--- src/rtl/assert_macros.svh ---
// Assertion helpers shared by fct_queue and fct_back.
`ifndef ASSERT_MACROS_SVH
`define ASSERT_MACROS_SVH

// Same-cycle implication, off during reset.
`define ASSERT_IMPLIES(label, clk, rst_n, ante, cons, msg) \
    label: assert property (@(posedge clk) disable iff (!rst_n) (ante) |-> (cons)) \
        else $error(msg);

// Next-cycle implication, off during reset.
`define ASSERT_NEXT(label, clk, rst_n, ante, cons, msg) \
    label: assert property (@(posedge clk) disable iff (!rst_n) (ante) |=> (cons)) \
        else $error(msg);

`endif

--- src/rtl/fct_pkg.sv ---
`timescale 1ns / 1ps

package fct_pkg;

    localparam int unsigned REQ_W   = 3;
    localparam int unsigned IDX_W   = 12;
    localparam int unsigned VAL_W   = 12;
    localparam int unsigned OFF_W   = 13;
    localparam int unsigned CNT_W   = 13;
    localparam int unsigned DATA_W  = 12;
    localparam int unsigned PADDR_W = 3;
    localparam int unsigned PDATA_W = 32;

    typedef logic [CNT_W-1:0] cnt_t;

    // request codes on the input channel
    localparam logic [REQ_W-1:0] REQ_READ   = 3'd0;
    localparam logic [REQ_W-1:0] REQ_WRITE  = 3'd1;
    localparam logic [REQ_W-1:0] REQ_FIND   = 3'd2;
    localparam logic [REQ_W-1:0] REQ_EXTEND = 3'd3;
    localparam logic [REQ_W-1:0] REQ_PACKED = 3'd4;

    typedef enum logic [2:0] {
        OP_READ,
        OP_WRITE,
        OP_FIND,
        OP_EXTEND,
        OP_PACKED,
        OP_NONE
    } fct_op_t;

    // table values
    localparam logic [DATA_W-1:0] FAT_MEDIA = 12'hFF8;
    localparam logic [DATA_W-1:0] FAT_EOC   = 12'hFFF;
    localparam logic [DATA_W-1:0] FAT_FREE  = 12'h000;
    localparam cnt_t FIRST_DATA = 13'd2;
    localparam cnt_t CLUSTER_COUNT_RST = 13'd2880;

    // off / 3 == (off * 2731) >> 13, exact for every 13-bit offset
    localparam int unsigned RECIP_W     = 12;
    localparam int unsigned RECIP_SHIFT = 13;
    localparam int unsigned PROD_W      = OFF_W + RECIP_W;
    localparam logic [RECIP_W-1:0] RECIP_3 = 12'd2731;

    localparam int unsigned QUEUE_DEPTH = 2;

    // register index sits above the byte-in-word bits
    localparam int unsigned CFG_IDX_LSB = 2;
    localparam logic [PADDR_W-CFG_IDX_LSB-1:0] CFG_IDX_CLUSTER_COUNT = 1'b0;

    typedef struct packed {
        fct_op_t             op;
        logic                idx_ok;
        logic [IDX_W-1:0]    idx;
        logic [VAL_W-1:0]    val;
        logic [OFF_W-1:0]    off;
        logic [IDX_W-1:0]    pair;
    } fct_item_t;

endpackage

--- src/rtl/fct_queue.sv ---
`timescale 1ns / 1ps
`include "assert_macros.svh"

module fct_queue (
    input  logic                 clk,
    input  logic                 rst_n,
    input  logic                 push,
    input  fct_pkg::fct_item_t   item_in,
    output logic                 full,
    input  logic                 pop,
    output fct_pkg::fct_item_t   head,
    output logic                 not_empty
);

    localparam int unsigned PW = (fct_pkg::QUEUE_DEPTH > 1) ? $clog2(fct_pkg::QUEUE_DEPTH) : 1;
    localparam int unsigned CW = $clog2(fct_pkg::QUEUE_DEPTH + 1);
    localparam logic [PW-1:0] LAST_PTR = PW'(fct_pkg::QUEUE_DEPTH - 1);
    localparam logic [CW-1:0] DEPTH_CNT = CW'(fct_pkg::QUEUE_DEPTH);

    fct_pkg::fct_item_t slots_reg [fct_pkg::QUEUE_DEPTH];
    logic [PW-1:0] wr_ptr_reg;
    logic [PW-1:0] rd_ptr_reg;
    logic [CW-1:0] count_reg;

    assign full      = count_reg == DEPTH_CNT;
    assign not_empty = count_reg != '0;
    assign head      = slots_reg[rd_ptr_reg];

    always_ff @(posedge clk)
    begin
        if (push)
        begin
            slots_reg[wr_ptr_reg] <= item_in;
        end
    end

    always_ff @(posedge clk or negedge rst_n)
    begin
        if (!rst_n)
        begin
            wr_ptr_reg <= '0;
            rd_ptr_reg <= '0;
            count_reg  <= '0;
        end
        else
        begin
            if (push)
            begin
                wr_ptr_reg <= (wr_ptr_reg == LAST_PTR) ? '0 : wr_ptr_reg + 1'b1;
            end
            if (pop)
            begin
                rd_ptr_reg <= (rd_ptr_reg == LAST_PTR) ? '0 : rd_ptr_reg + 1'b1;
            end
            if (push && !pop)
            begin
                count_reg <= count_reg + 1'b1;
            end
            else if (pop && !push)
            begin
                count_reg <= count_reg - 1'b1;
            end
        end
    end

    `ASSERT_NEXT(a_count_up, clk, rst_n, push && !pop, count_reg == $past(count_reg) + 1'b1, "queue count did not step up on push")

endmodule

--- config.mk ---
export PLATFORM = sky130hd
export DESIGN_NAME = fct_queue
export DESIGN_NICKNAME = d
export VERILOG_FILES = /design/src/rtl/fct_pkg.sv /design/src/rtl/fct_queue.sv
export VERILOG_INCLUDE_DIRS = /design/src /design/src/rtl
export SDC_FILE = /design/constraint.sdc
export NUM_CORES = 1
export LEC_CHECK = 0
export ABC_CLOCK_PERIOD_IN_PS = 10250
export BUFFER_PORTS_ARGS = -buffer_cell sky130_fd_sc_hd__clkbuf_2
export CELL_PAD_IN_SITES_DETAIL_PLACEMENT = 1
export CELL_PAD_IN_SITES_GLOBAL_PLACEMENT = 2
export CORE_MARGIN = 2
export CORE_UTILIZATION = 42
export CTS_CLUSTER_DIAMETER = 50
export DETAILED_ROUTE_END_ITERATION = 10
export PLACE_DENSITY_LB_ADDON = 0.1
export SLEW_MARGIN = 10
export SYNTH_ARGS = -nofsm -noshare
export SYNTH_HDL_FRONTEND = slang
export SYNTH_SLANG_ARGS = --single-unit
--- constraint.sdc ---
create_clock -name clk -period 10.25 [get_ports clk]
set_clock_uncertainty 0.05 [all_clocks]
set_input_delay 1.025 -clock clk [delete_from_list [all_inputs] [get_ports clk]]
set_output_delay 1.025 -clock clk [all_outputs]
set_load 0.01 [all_outputs]
=== Yosys cells after proc, flatten, opt, wreduce, memory -nomap -nowiden ===
Memories as Yosys holds them, arrays and structs flattened.
Index checks and enable logic that the tools add are counted.

* Word-level logic and storage cells: 21
* Input port bits: 57
* Memory bits (writable): 106
* Memories: 1
* Flip-flop bits (word level): 4

* Multiplexer cells: 6
* Reduce and logical (&&, ||, !) cells: 6
* Eq/ne operators: 1
* Add/subtract/negate cells: 4

{| class="wikitable"
|+ Memories
! name !! words !! bits a word !! read ports !! clocked after Yosys merged registers in !! write ports !! line !! text
|-
| slots_reg || 2 || 53 || 1 || 0 || 1 || fct_queue.sv:20 || <nowiki>fct_pkg::fct_item_t slots_reg [fct_pkg::QUEUE_DEPTH];</nowiki>
|}

{| class="wikitable"
|+ Operators by type and width
! kind !! number
|-
| 1-bit two-way mux || 4
|-
| 2-bit two-way mux || 2
|-
| 2-bit nonzero test || 2
|-
| 1-bit adder (second input constant) || 2
|-
| 2-bit by 1-bit adder with 2-bit output (second input constant) || 1
|-
| 2-bit == test (second input constant) || 1
|-
| 1-bit logical AND || 2
|-
| 1-bit zero test || 2
|-
| 2-bit by 1-bit subtractor with 2-bit output (second input constant) || 1
|}

=== Longest topological paths before layout ===
* Depth in word-level cells: 4
* Mapped depth: 5

=== Worst setup path after synthesis ===
Ideal clock, no wire load.

* Kind: input -> register
* From: in push
* To: mem slots_reg[0][0] (netlist name) (enable)
* Required time: 9730 ps
* Arrival time: 3370 ps
* Stages: 1
* Path slack: 6360 ps
* Buffers on the path: 0
* Cell sequence: nor2b_1

* Word-level cells in the longest chain between the ends: 2

{| class="wikitable"
|+ RTL lines
! what !! line !! text
|-
| start: declaration || fct_queue.sv:7 || <nowiki>input logic push,</nowiki>
|-
| 1-bit two-way mux || fct_queue.sv:31 || <nowiki>if (push)</nowiki>
|-
| 1-bit two-way mux (not written as such) || fct_queue.sv:33 || <nowiki>slots_reg[wr_ptr_reg] <= item_in;</nowiki>
|-
| end: declaration || fct_queue.sv:20 ||
|}

No other way between the ends.

==> results_dict.tcl <==
set metrics [dict create \
    die_h_um 105 \
    clkTransAtPathRegs_ns 0.10 \
    wl_per_cell_um 16.7 \
    finalCriticalPeriod_ns 3.09 \
    fin_crit_sh_pct 30.2 \
    grt_first_pass_wirelength_mm 11.5 \
    fillCellCount 957 \
    fmax_ghz 0.323 \
    path_class "reg2out" \
    worst_setup_path_end_kind "output port" \
    seq_area_frac_synth_pct 77.0 \
    largest_reg_flops 106 \
    final_net_count 357 \
    synth_top_area_share_pct 74.6 \
    clk_path_buf_depth 2 \
    startpoint_type "flip-flop" \
    hold_ws_ns 0.410 \
    ios 112 \
    port_buffers 111 \
    p_sw_mw 0.396 \
    ctsResizeCount 0 \
    drv_slew 0 \
    core_um2 9820 \
    r2r-end "slots_reg[0][47]" \
    detail_route.iter0.violations 52 \
    powerDensity_nw_per_um2 262 \
    antennaDiodeCount 0 \
    dp_cells 421 \
    die_w_um 105 \
    drive_gt1_share_pct 61.2 \
    grt_antenna_before_repair 0 \
    hold_path_class "in2async" \
    cts_tree "done" \
    grt_busiest_layer "met2" \
    intPower_mw 0.942 \
    synth_ff_type "edfxtp_1" \
    synthCells 181 \
    num_vias 2029 \
    hold_buffers 0 \
    setup-violations-final 0 \
    maxCapViolations 0 \
    synth_top_cell_by_area "edfxtp_1" \
    synth_commonest_cells "106 x edfxtp_1, 49 x mux2_4, 5 x buf_12" \
    synth-seq-cells 110 \
    seqPwrFrac_pct 50.8 \
    clock-sinks 110 \
    rsz0062_at_grt "no" \
    ant_nets 0 \
    gr-total-overflow 0 \
    post-route-drc-count 0 \
    r2r_cells 2 \
    root_buffer "clkbuf_8" \
    synth_edf_count 106 \
    ir_drop_v 0.000124 \
    start_util_pct 43.4 \
    clkPwrFrac_pct 19.7 \
    viasPerCell 4.64 \
    swShare_pct 29.6 \
    maxSlewHeadroom_pct 33.4 \
    grt_pass1_vias 2241 \
    cp.required_ns 9.18 \
    hpwl_mm 4.97 \
    use_met2_pct 23.7 \
    p_leak_nw 2.08 \
    grt_max_degree 55 \
    h-tree-depth 3 \
    finalSetupTns_ns 0 \
    synth.most_common_cell "edfxtp_1" \
    syn_nets 239 \
    clk_latency_ns 0.35 \
    netlist-cell-type-count 14 \
    cts_buffers 9 \
    r2r_slack_ns 8.32 \
    status "complete, no violations" \
    wirelength_mm 7.31 \
    grtUsageMet3_pct 3.12 \
    synth.area.top_cells "edfxtp_1 75%, mux2_4 17%, buf_12 2.3%, dfrtp_1 2.3%, mux2_2 1.1%" \
    yosysWarnings 0 \
    r2r_start "wr_ptr_reg" \
    cts_setup_buffers 0 \
    syn_avg_cell_area_um2 23.6 \
    use_met1_pct 16.4 \
    track_usage_pct 13.7 \
    worstPathArrival_ns 2.02 \
    row_count 36 \
    fp.dieArea_um2 11000 \
    final-hold-violation-count 0 \
    async_flop_share_pct 3.64 \
    crit_fanout 54 \
    first_pass_iters 4 \
    stdcell_count 437 \
    area.growth.synth_to_final_pct 19.7 \
    routabilityCongestion 0.686 \
    syn_area_um2 4260 \
    worstMarginPinSlew_ns 0.998 \
    comb_power_share_pct 29.5 \
]
==> cell families (layout without fill, tap and decap cells) <==
group                      after synthesis  in the layout  share of synthesized area, %
muxes                                   53             53                          18.3
and+or+nand+nor                          5              5                         0.675
xor gates and xnor gates                 5              5                          1.03
DFF                                    110            110                          77.0
buffers and inverters                    7            130                          2.70
adders and majority gates                1              1                         0.293
==> stage by stage <==
stage / util, % / power [mW] / area (µm²) / worst slack (ns)
floorplan: - / 0.984 / 4260 / 6.36
global placement: 49.9 / 1.09 / 4900 / 7.50
detailed placement: 49.9 / 1.10 / 4900 / 7.50
CTS: 52.0 / 1.36 / 5100 / 7.08
global route: 52.0 / 1.41 / 5100 / 7.03
finish: 52.0 / 1.34 / 5100 / 7.16
==> worst max path at each step <==
stage | depth (start not counted) | to | startpoint | slack [ns]
final | 2 | head[33] | rd_ptr_reg | 7.16
after detailed placement | 2 | head[33] | rd_ptr_reg | 7.50
after global routing | 2 | head[33] | rd_ptr_reg | 7.03
after global placement | 3 | slots_reg[0][9] | push | 7.50
after CTS | 2 | head[33] | rd_ptr_reg | 7.08
after floorplan | 1 | slots_reg[0][0] | push | 6.36
==> layout by cell type (no fill, tap or decap), types with 2 or more instances in the layout <==
cell / netlist / final
buf_4: 0 / 2
clkbuf_2: 0 / 111
clkbuf_8: 0 / 9
dfrtp_1: 4 / 3
edfxtp_1: 106 / 106
inv_6: 0 / 4
mux2_2: 4 / 4
mux2_4: 49 / 49
xor2_1: 4 / 4
==> area by class of cell <==
type | count | area (µm²) | area share [%]
clock inverters | 7 | 77.6 | 1.52
flip-flops and latches | 110 | 3290 | 64.4
clock buffers | 9 | 124 | 2.43
well taps | 133 | 166 | 3.26
repair buffers | 113 | 571 | 11.2
multi-input cells | 64 | 875 | 17.1
inverters | 1 | 3.75 | 0.0735
==> power by group through the flow <==
stage	Clock (mW)	Sequential, mW	Combinational [mW]
final	0.263	0.680	0.395
after global routing	0.289	0.695	0.424
after CTS	0.273	0.685	0.406
after detailed placement	0	0.695	0.404
after global placement	0	0.688	0.401
after floorplan	0	0.630	0.353
==> metal layers <==
metal / wire (µm) / vias to the layer above
met5: 0 / -
met4: 114 / 0
met3: 389 / 9
met2: 3850 / 67
met1: 2960 / 1011
li1: - / 942
==> critical path, cell delays in order, from the launching register on <==
cell and delay, ns:
dfrtp_4 1.09, mux2_2 0.42, clkbuf_2 0.13
(Power assumes the default switching activity.)
