### src/rtl/assert_macros.svh
// Assertion helpers shared by fct_queue and fct_back.
`ifndef ASSERT_MACROS_SVH
`define ASSERT_MACROS_SVH

// Same-cycle implication, off during reset.
`define ASSERT_IMPLIES(label, clk, rst_n, ante, cons, msg) \
    label: assert property (@(posedge clk) disable iff (!rst_n) (ante) |-> (cons)) \
        else $error(msg);

// Next-cycle implication, off during reset.
`define ASSERT_NEXT(label, clk, rst_n, ante, cons, msg) \
    label: assert property (@(posedge clk) disable iff (!rst_n) (ante) |=> (cons)) \
        else $error(msg);

`endif

### src/rtl/fct_pkg.sv
`timescale 1ns / 1ps

package fct_pkg;

    localparam int unsigned REQ_W   = 3;
    localparam int unsigned IDX_W   = 12;
    localparam int unsigned VAL_W   = 12;
    localparam int unsigned OFF_W   = 13;
    localparam int unsigned CNT_W   = 13;
    localparam int unsigned DATA_W  = 12;
    localparam int unsigned PADDR_W = 3;
    localparam int unsigned PDATA_W = 32;

    typedef logic [CNT_W-1:0] cnt_t;

    // request codes on the input channel
    localparam logic [REQ_W-1:0] REQ_READ   = 3'd0;
    localparam logic [REQ_W-1:0] REQ_WRITE  = 3'd1;
    localparam logic [REQ_W-1:0] REQ_FIND   = 3'd2;
    localparam logic [REQ_W-1:0] REQ_EXTEND = 3'd3;
    localparam logic [REQ_W-1:0] REQ_PACKED = 3'd4;

    typedef enum logic [2:0] {
        OP_READ,
        OP_WRITE,
        OP_FIND,
        OP_EXTEND,
        OP_PACKED,
        OP_NONE
    } fct_op_t;

    // table values
    localparam logic [DATA_W-1:0] FAT_MEDIA = 12'hFF8;
    localparam logic [DATA_W-1:0] FAT_EOC   = 12'hFFF;
    localparam logic [DATA_W-1:0] FAT_FREE  = 12'h000;
    localparam cnt_t FIRST_DATA = 13'd2;
    localparam cnt_t CLUSTER_COUNT_RST = 13'd2880;

    // off / 3 == (off * 2731) >> 13, exact for every 13-bit offset
    localparam int unsigned RECIP_W     = 12;
    localparam int unsigned RECIP_SHIFT = 13;
    localparam int unsigned PROD_W      = OFF_W + RECIP_W;
    localparam logic [RECIP_W-1:0] RECIP_3 = 12'd2731;

    localparam int unsigned QUEUE_DEPTH = 2;

    // register index sits above the byte-in-word bits
    localparam int unsigned CFG_IDX_LSB = 2;
    localparam logic [PADDR_W-CFG_IDX_LSB-1:0] CFG_IDX_CLUSTER_COUNT = 1'b0;

    typedef struct packed {
        fct_op_t             op;
        logic                idx_ok;
        logic [IDX_W-1:0]    idx;
        logic [VAL_W-1:0]    val;
        logic [OFF_W-1:0]    off;
        logic [IDX_W-1:0]    pair;
    } fct_item_t;

endpackage

### src/rtl/fct_if.sv
`timescale 1ns / 1ps

interface fct_req_if;
    logic                        valid;
    logic                        ready;
    logic [fct_pkg::REQ_W-1:0]   req_type;
    logic [fct_pkg::IDX_W-1:0]   entry_index;
    logic [fct_pkg::VAL_W-1:0]   entry_value;
    logic [fct_pkg::OFF_W-1:0]   byte_offset;

    modport source (output valid, output req_type, output entry_index,
                    output entry_value, output byte_offset, input ready);
    modport sink   (input valid, input req_type, input entry_index,
                    input entry_value, input byte_offset, output ready);
endinterface


### src/rtl/fct_front.sv
`timescale 1ns / 1ps

module fct_front #(
    parameter int unsigned MAX_ENTRIES = 4096
) (
    fct_req_if.sink              req,
    input  logic                 q_full,
    input  logic                 init_done,
    output logic                 push,
    output fct_pkg::fct_item_t   item
);

    logic [fct_pkg::PROD_W-1:0] prod;

    assign req.ready = !q_full && init_done;
    assign push      = req.valid && req.ready;

    // pair index of the packed layout, off / 3 by reciprocal
    assign prod = fct_pkg::PROD_W'(req.byte_offset) * fct_pkg::PROD_W'(fct_pkg::RECIP_3);

    always_comb
    begin
        unique case (req.req_type)
            fct_pkg::REQ_READ:   item.op = fct_pkg::OP_READ;
            fct_pkg::REQ_WRITE:  item.op = fct_pkg::OP_WRITE;
            fct_pkg::REQ_FIND:   item.op = fct_pkg::OP_FIND;
            fct_pkg::REQ_EXTEND: item.op = fct_pkg::OP_EXTEND;
            fct_pkg::REQ_PACKED: item.op = fct_pkg::OP_PACKED;
            default:             item.op = fct_pkg::OP_NONE;
        endcase
        item.idx_ok = fct_pkg::cnt_t'(req.entry_index) < fct_pkg::cnt_t'(MAX_ENTRIES);
        item.idx    = req.entry_index;
        item.val    = req.entry_value;
        item.off    = req.byte_offset;
        item.pair   = prod[fct_pkg::RECIP_SHIFT +: fct_pkg::IDX_W];
    end

endmodule

### src/flat_wrapper.sv
// flat-port wrapper written by rule: the top's interface ports become plain ports
module fct_front_flat 
#(
    parameter int unsigned MAX_ENTRIES = 4096
)
  (q_full, init_done, push, item, req_valid, req_req_type, req_entry_index, req_entry_value, req_byte_offset, req_ready);
  fct_req_if req_i ();
  input  logic q_full;
  input  logic init_done;
  output logic push;
  output fct_pkg::fct_item_t item;
  input wire logic [$bits(req_i.valid)-1:0] req_valid;
  input wire logic [$bits(req_i.req_type)-1:0] req_req_type;
  input wire logic [$bits(req_i.entry_index)-1:0] req_entry_index;
  input wire logic [$bits(req_i.entry_value)-1:0] req_entry_value;
  input wire logic [$bits(req_i.byte_offset)-1:0] req_byte_offset;
  output wire logic [$bits(req_i.ready)-1:0] req_ready;
  assign req_i.valid = req_valid;
  assign req_i.req_type = req_req_type;
  assign req_i.entry_index = req_entry_index;
  assign req_i.entry_value = req_entry_value;
  assign req_i.byte_offset = req_byte_offset;
  assign req_ready = req_i.ready;
  fct_front #(.MAX_ENTRIES(MAX_ENTRIES)) u_core (.req(req_i), .q_full(q_full), .init_done(init_done), .push(push), .item(item));
endmodule
### config.mk
export PLATFORM = sky130hd
export DESIGN_NAME = fct_front_flat
export DESIGN_NICKNAME = d
export VERILOG_FILES = /design/src/rtl/assert_macros.svh /design/src/rtl/fct_pkg.sv /design/src/rtl/fct_if.sv /design/src/rtl/fct_front.sv /design/src/flat_wrapper.sv
export SDC_FILE = /design/constraint.sdc
export NUM_CORES = 1
export LEC_CHECK = 0
export BUFFER_PORTS_ARGS = -buffer_cell sky130_fd_sc_hd__clkbuf_2
export CORE_MARGIN = 5
export CORE_UTILIZATION = 55
export DETAILED_ROUTE_END_ITERATION = 10
export PLACE_DENSITY = 0.94
export SYNTH_ARGS = -nofsm -noshare
export SYNTH_HDL_FRONTEND = slang
export SYNTH_SLANG_ARGS = --single-unit
### constraint.sdc
create_clock -name vclk -period 5.97
set_input_delay 0.597 -clock vclk [all_inputs]
set_output_delay 0.597 -clock vclk [all_outputs]
set_load 0.1 [all_outputs]
==> Word level (Yosys, flattened, before mapping) <==
Index checks and enable logic that the tools add are counted.
{ "op_classes": {"multipliers": 1, "eq_ne": 4, "muxes": 1, "n_reduce_logical": 4} }
{ "op_table": {"columns": ["operator", "count"], "rows": [
  ["$mul A13 B12 Y25 const B", 1],
  ["$pmux W3 S5", 1],
  ["$eq A3 B2 Y1 const B", 2],
  ["$eq A3 B1 Y1 const B", 1],
  ["$eq A3 B3 Y1 const B", 1],
  ["$logic_not A3 Y1", 1],
  ["$logic_and A1 B1 Y1", 2],
  ["$logic_not A1 Y1", 1]
]} }
{ "word_totals": {"register_bits": 0, "output_inout_bits": 55, "wordCells": 10} }

==> Longest topological paths before layout <==
{ "logic_depth": {"ltp_word": 3, "ltp_mapped": 18, "ltp_nobuf": 17} }

==> Worst setup path after synthesis <==
OpenSTA, ideal clock, no wires.
{ "synth_path": {"path_type": "input to output", "from": "in req_byte_offset[1]", "to": "out item[10] (netlist name)", "t_arrival_ns": 5.845, "required_time_ns": 5.373, "setup_slack_ns": -0.472, "stages": 15, "cell_sequence": "ha_1 -> inv_1 -> fa_1 -> fa_1 -> inv_1 -> fa_1 -> inv_1 -> fa_1 -> inv_1 -> ha_1 -> a21o_1 -> o21bai_2 -> and4_1 -> a311o_1 -> xor2_1"} }
{ "synth_rtl": {"columns": ["element", "line", "rtl"], "rows": [
  ["from (decl)", "flat_wrapper.sv:16", "input wire logic [$bits(req_i.byte_offset)-1:0] req_byte_offset;"],
  ["to (decl)", "flat_wrapper.sv:11", "output fct_pkg::fct_item_t item;"]
]} }

==> flow_metrics.py <==
metrics = {
    "status": {
        "outcome": "finished clean",
    },
    "finish": {
        "final_nets": 521,
        "nClkBuffers": 0,
        "ff_latch_area_um2": 0,
        "seq_cells": 0,
        "num_antenna_cells": 0,
        "nFillCells": 417,
        "syn_to_final_growth_pct": 11.49,
        "drive_gt1_share_pct": 22.48,
    },
    "detailed_routing": {
        "drc": 0,
        "ant_nets": 0,
        "dr_total_vias": 2260,
        "dr.pass1.iters": 4,
        "wirelength_mm": 7.136,
        "wl_per_cell_um": 17.03,
        "initialDrtViolationCount": 72,
        "viasPerCell": 5.394,
    },
    "sta": {
        "min_period_ns": 5.885,
        "slew_violations": 0,
        "setup_violations": 0,
        "worst_slack_ns": 0.08503,
        "hold_ws_ns": 1.194,
        "period_share_pct": 98.58,
        "maxSlewHeadroom_pct": 63.07,
        "fin_tns_setup_ns": 0,
        "tightestPinTransition_ns": 0.5564,
        "max_freq_mhz": 169.9,
        "finalHoldViolCount": 0,
    },
    "worst_setup_path": {
        "start_kind": "primary input",
        "cp_max_fo": 6,
        "slowest_stage": "fa_1",
        "cp-endpoint": "item[8]",
        "required_ns": 5.37,
        "end_kind": "primary output",
        "critPathKind": "in -> out",
        "max_stage_delay_ns": 0.56,
        "startpoint": "req_byte_offset[2]",
        "cp_cell_sequence": "clkbuf_2, ha_1, fa_1, inv_1, fa_1, inv_1, fa_1, inv_1, fa_1, inv_1, ha_1, a21o_1, a31oi_1, o21ai_0, a21o_1, a41o_1, a21oi_2, xnor2_2, buf_12",
        "crit_arrival_ns": 5.29,
    },
    "die": {
        "io_pins": 98,
        "start_util_pct": 56.58,
        "coreArea_um2": 5507,
        "die_h_um": 85.27,
        "dieArea_um2": 7270,
        "fp.dieW_um": 85.27,
        "fp-row-count": 27,
    },
    "global_routing": {
        "grt_overflow": 0,
        "antenna_found_initial": 0,
        "grt_pass1_wl_mm": 11.60,
        "grt_usage_pct": 19.47,
        "grt_pass1_vias": 2531,
        "grt_max_degree": 8,
    },
    "cts": {
        "cts_setup_buffers": 0,
    },
    "placed_design": {
        "post-place-ws_ns": -0.02570,
        "port_buffers": 49,
        "place.gp.congestion": 0.8929,
        "dp_hpwl_mm": 6.395,
    },
    "logic_synthesis": {
        "synth_nets": 509,
        "synthCells": 337,
        "ys_seq_area_share_pct": 0,
        "syn_avg_cell_area_um2": 9.245,
        "synth_cell_type_count": 34,
        "synth_area_um2": 3115,
        "synth_warnings": 0,
    },
    "min_path": {
        "hold_class": "in -> out",
    },
    "run": {
        "maxCapViolations": 0,
    },
}
## layout by cell type, fill, tap and decap left out, types with 2 or more instances in the layout
cell,netlist,routed
nor2_1,2,2
nand3_1,4,4
ha_2,0,2
and2_1,3,3
o21ai_0,3,3
a31oi_1,4,2
clkbuf_2,0,38
xor2_2,0,3
nor2b_1,3,3
a21oi_2,1,4
xor2_1,6,3
buf_12,0,10
xnor2_2,0,7
nand2_1,5,5
fa_1,45,45
ha_1,84,79
a21o_1,6,6
a21oi_1,9,6
inv_1,97,97
nand4_1,2,2
ha_4,0,3
## Yosys cell counts, types with 3 or more instances
cell type,n,area (um^2)
nand3_1,4,20.02
nor2b_1,3,18.77
xnor2_1,7,61.31
inv_1,97,364.1
fa_1,45,900.9
nand2_1,5,18.77
a21o_1,6,45.04
a31oi_1,4,25.02
o21ai_0,3,15.01
and2_1,3,18.77
ha_1,84,1051
xor2_1,6,52.55
buf_4,38,285.3
a21oi_1,9,45.04
## worst min path at each step
stage | start | to | slack (ns) | cells past startpoint
2_1_floorplan | req_byte_offset[0] | item[12] | 1.41 | 1
3_3_place_gp | req_entry_value[3] | item[28] | 1.19 | 0
3_5_place_dp | req_entry_value[3] | item[28] | 1.19 | 0
4_1_cts | req_entry_value[3] | item[28] | 1.19 | 0
5_1_grt | req_entry_index[4] | item[41] | 1.19 | 0
6_report | req_entry_value[2] | item[27] | 1.19 | 0
## cell type report
class / count / area [um^2] / area share (%)
well taps: 72 / 90.09 / 2.594
repair buffers: 50 / 402.9 / 11.60
multi-input cells: 200 / 2616 / 75.32
inverters: 97 / 364.1 / 10.48
## metal layers
layer	global-route usage [%]	wire, um	part of all wire (%)	up-vias
li1	-	-	-	1051
met1	23.04	2728	38	1107
met2	36.58	3837	54	82
met3	2.621	364	5.1	20
met4	5.036	206	2.9	0
met5	0	0	0	-
## timing repair
| action | in CTS | in global routing |
|---|---|---|
| hold buffers | 0 | 0 |
| endpoints found under the setup margin | 1 | 7 |
| pin swaps | 0 | 6 |
| gates resized for setup | 1 | 12 |
## kinds of logic (layout without fill, tap and decap cells)
logic type | Yosys count | in the layout | share of synthesized area (%)
compound gates | 35 | 35 | 8.514
xor+xnor | 13 | 13 | 3.655
fa+ha+maj | 129 | 129 | 62.65
buf+inv | 137 | 147 | 21.08
other cells | 1 | 1 | 0.1204
simple gates | 22 | 22 | 3.976
## through the flow
step	std cells	instance area (um^2)	util [%]
finish	419	3473	63.08
global route	419	3473	63.08
CTS	419	3397	61.69
detailed placement	419	3391	61.58
global placement	419	3391	61.58
floorplan	337	3191	-
## worst max-delay path: cells and delay by family
family,cells,cell delay [ns]
AO/OA/AOI/OAI,6,1.16
buffers and inverters,6,0.64
XOR/XNOR,1,0.15
adder cells (fa/ha/maj),6,2.73
Power is left out: the tool's default activity adds up to more than one toggle a clock period on the data nets, which glitch-free logic cannot reach.
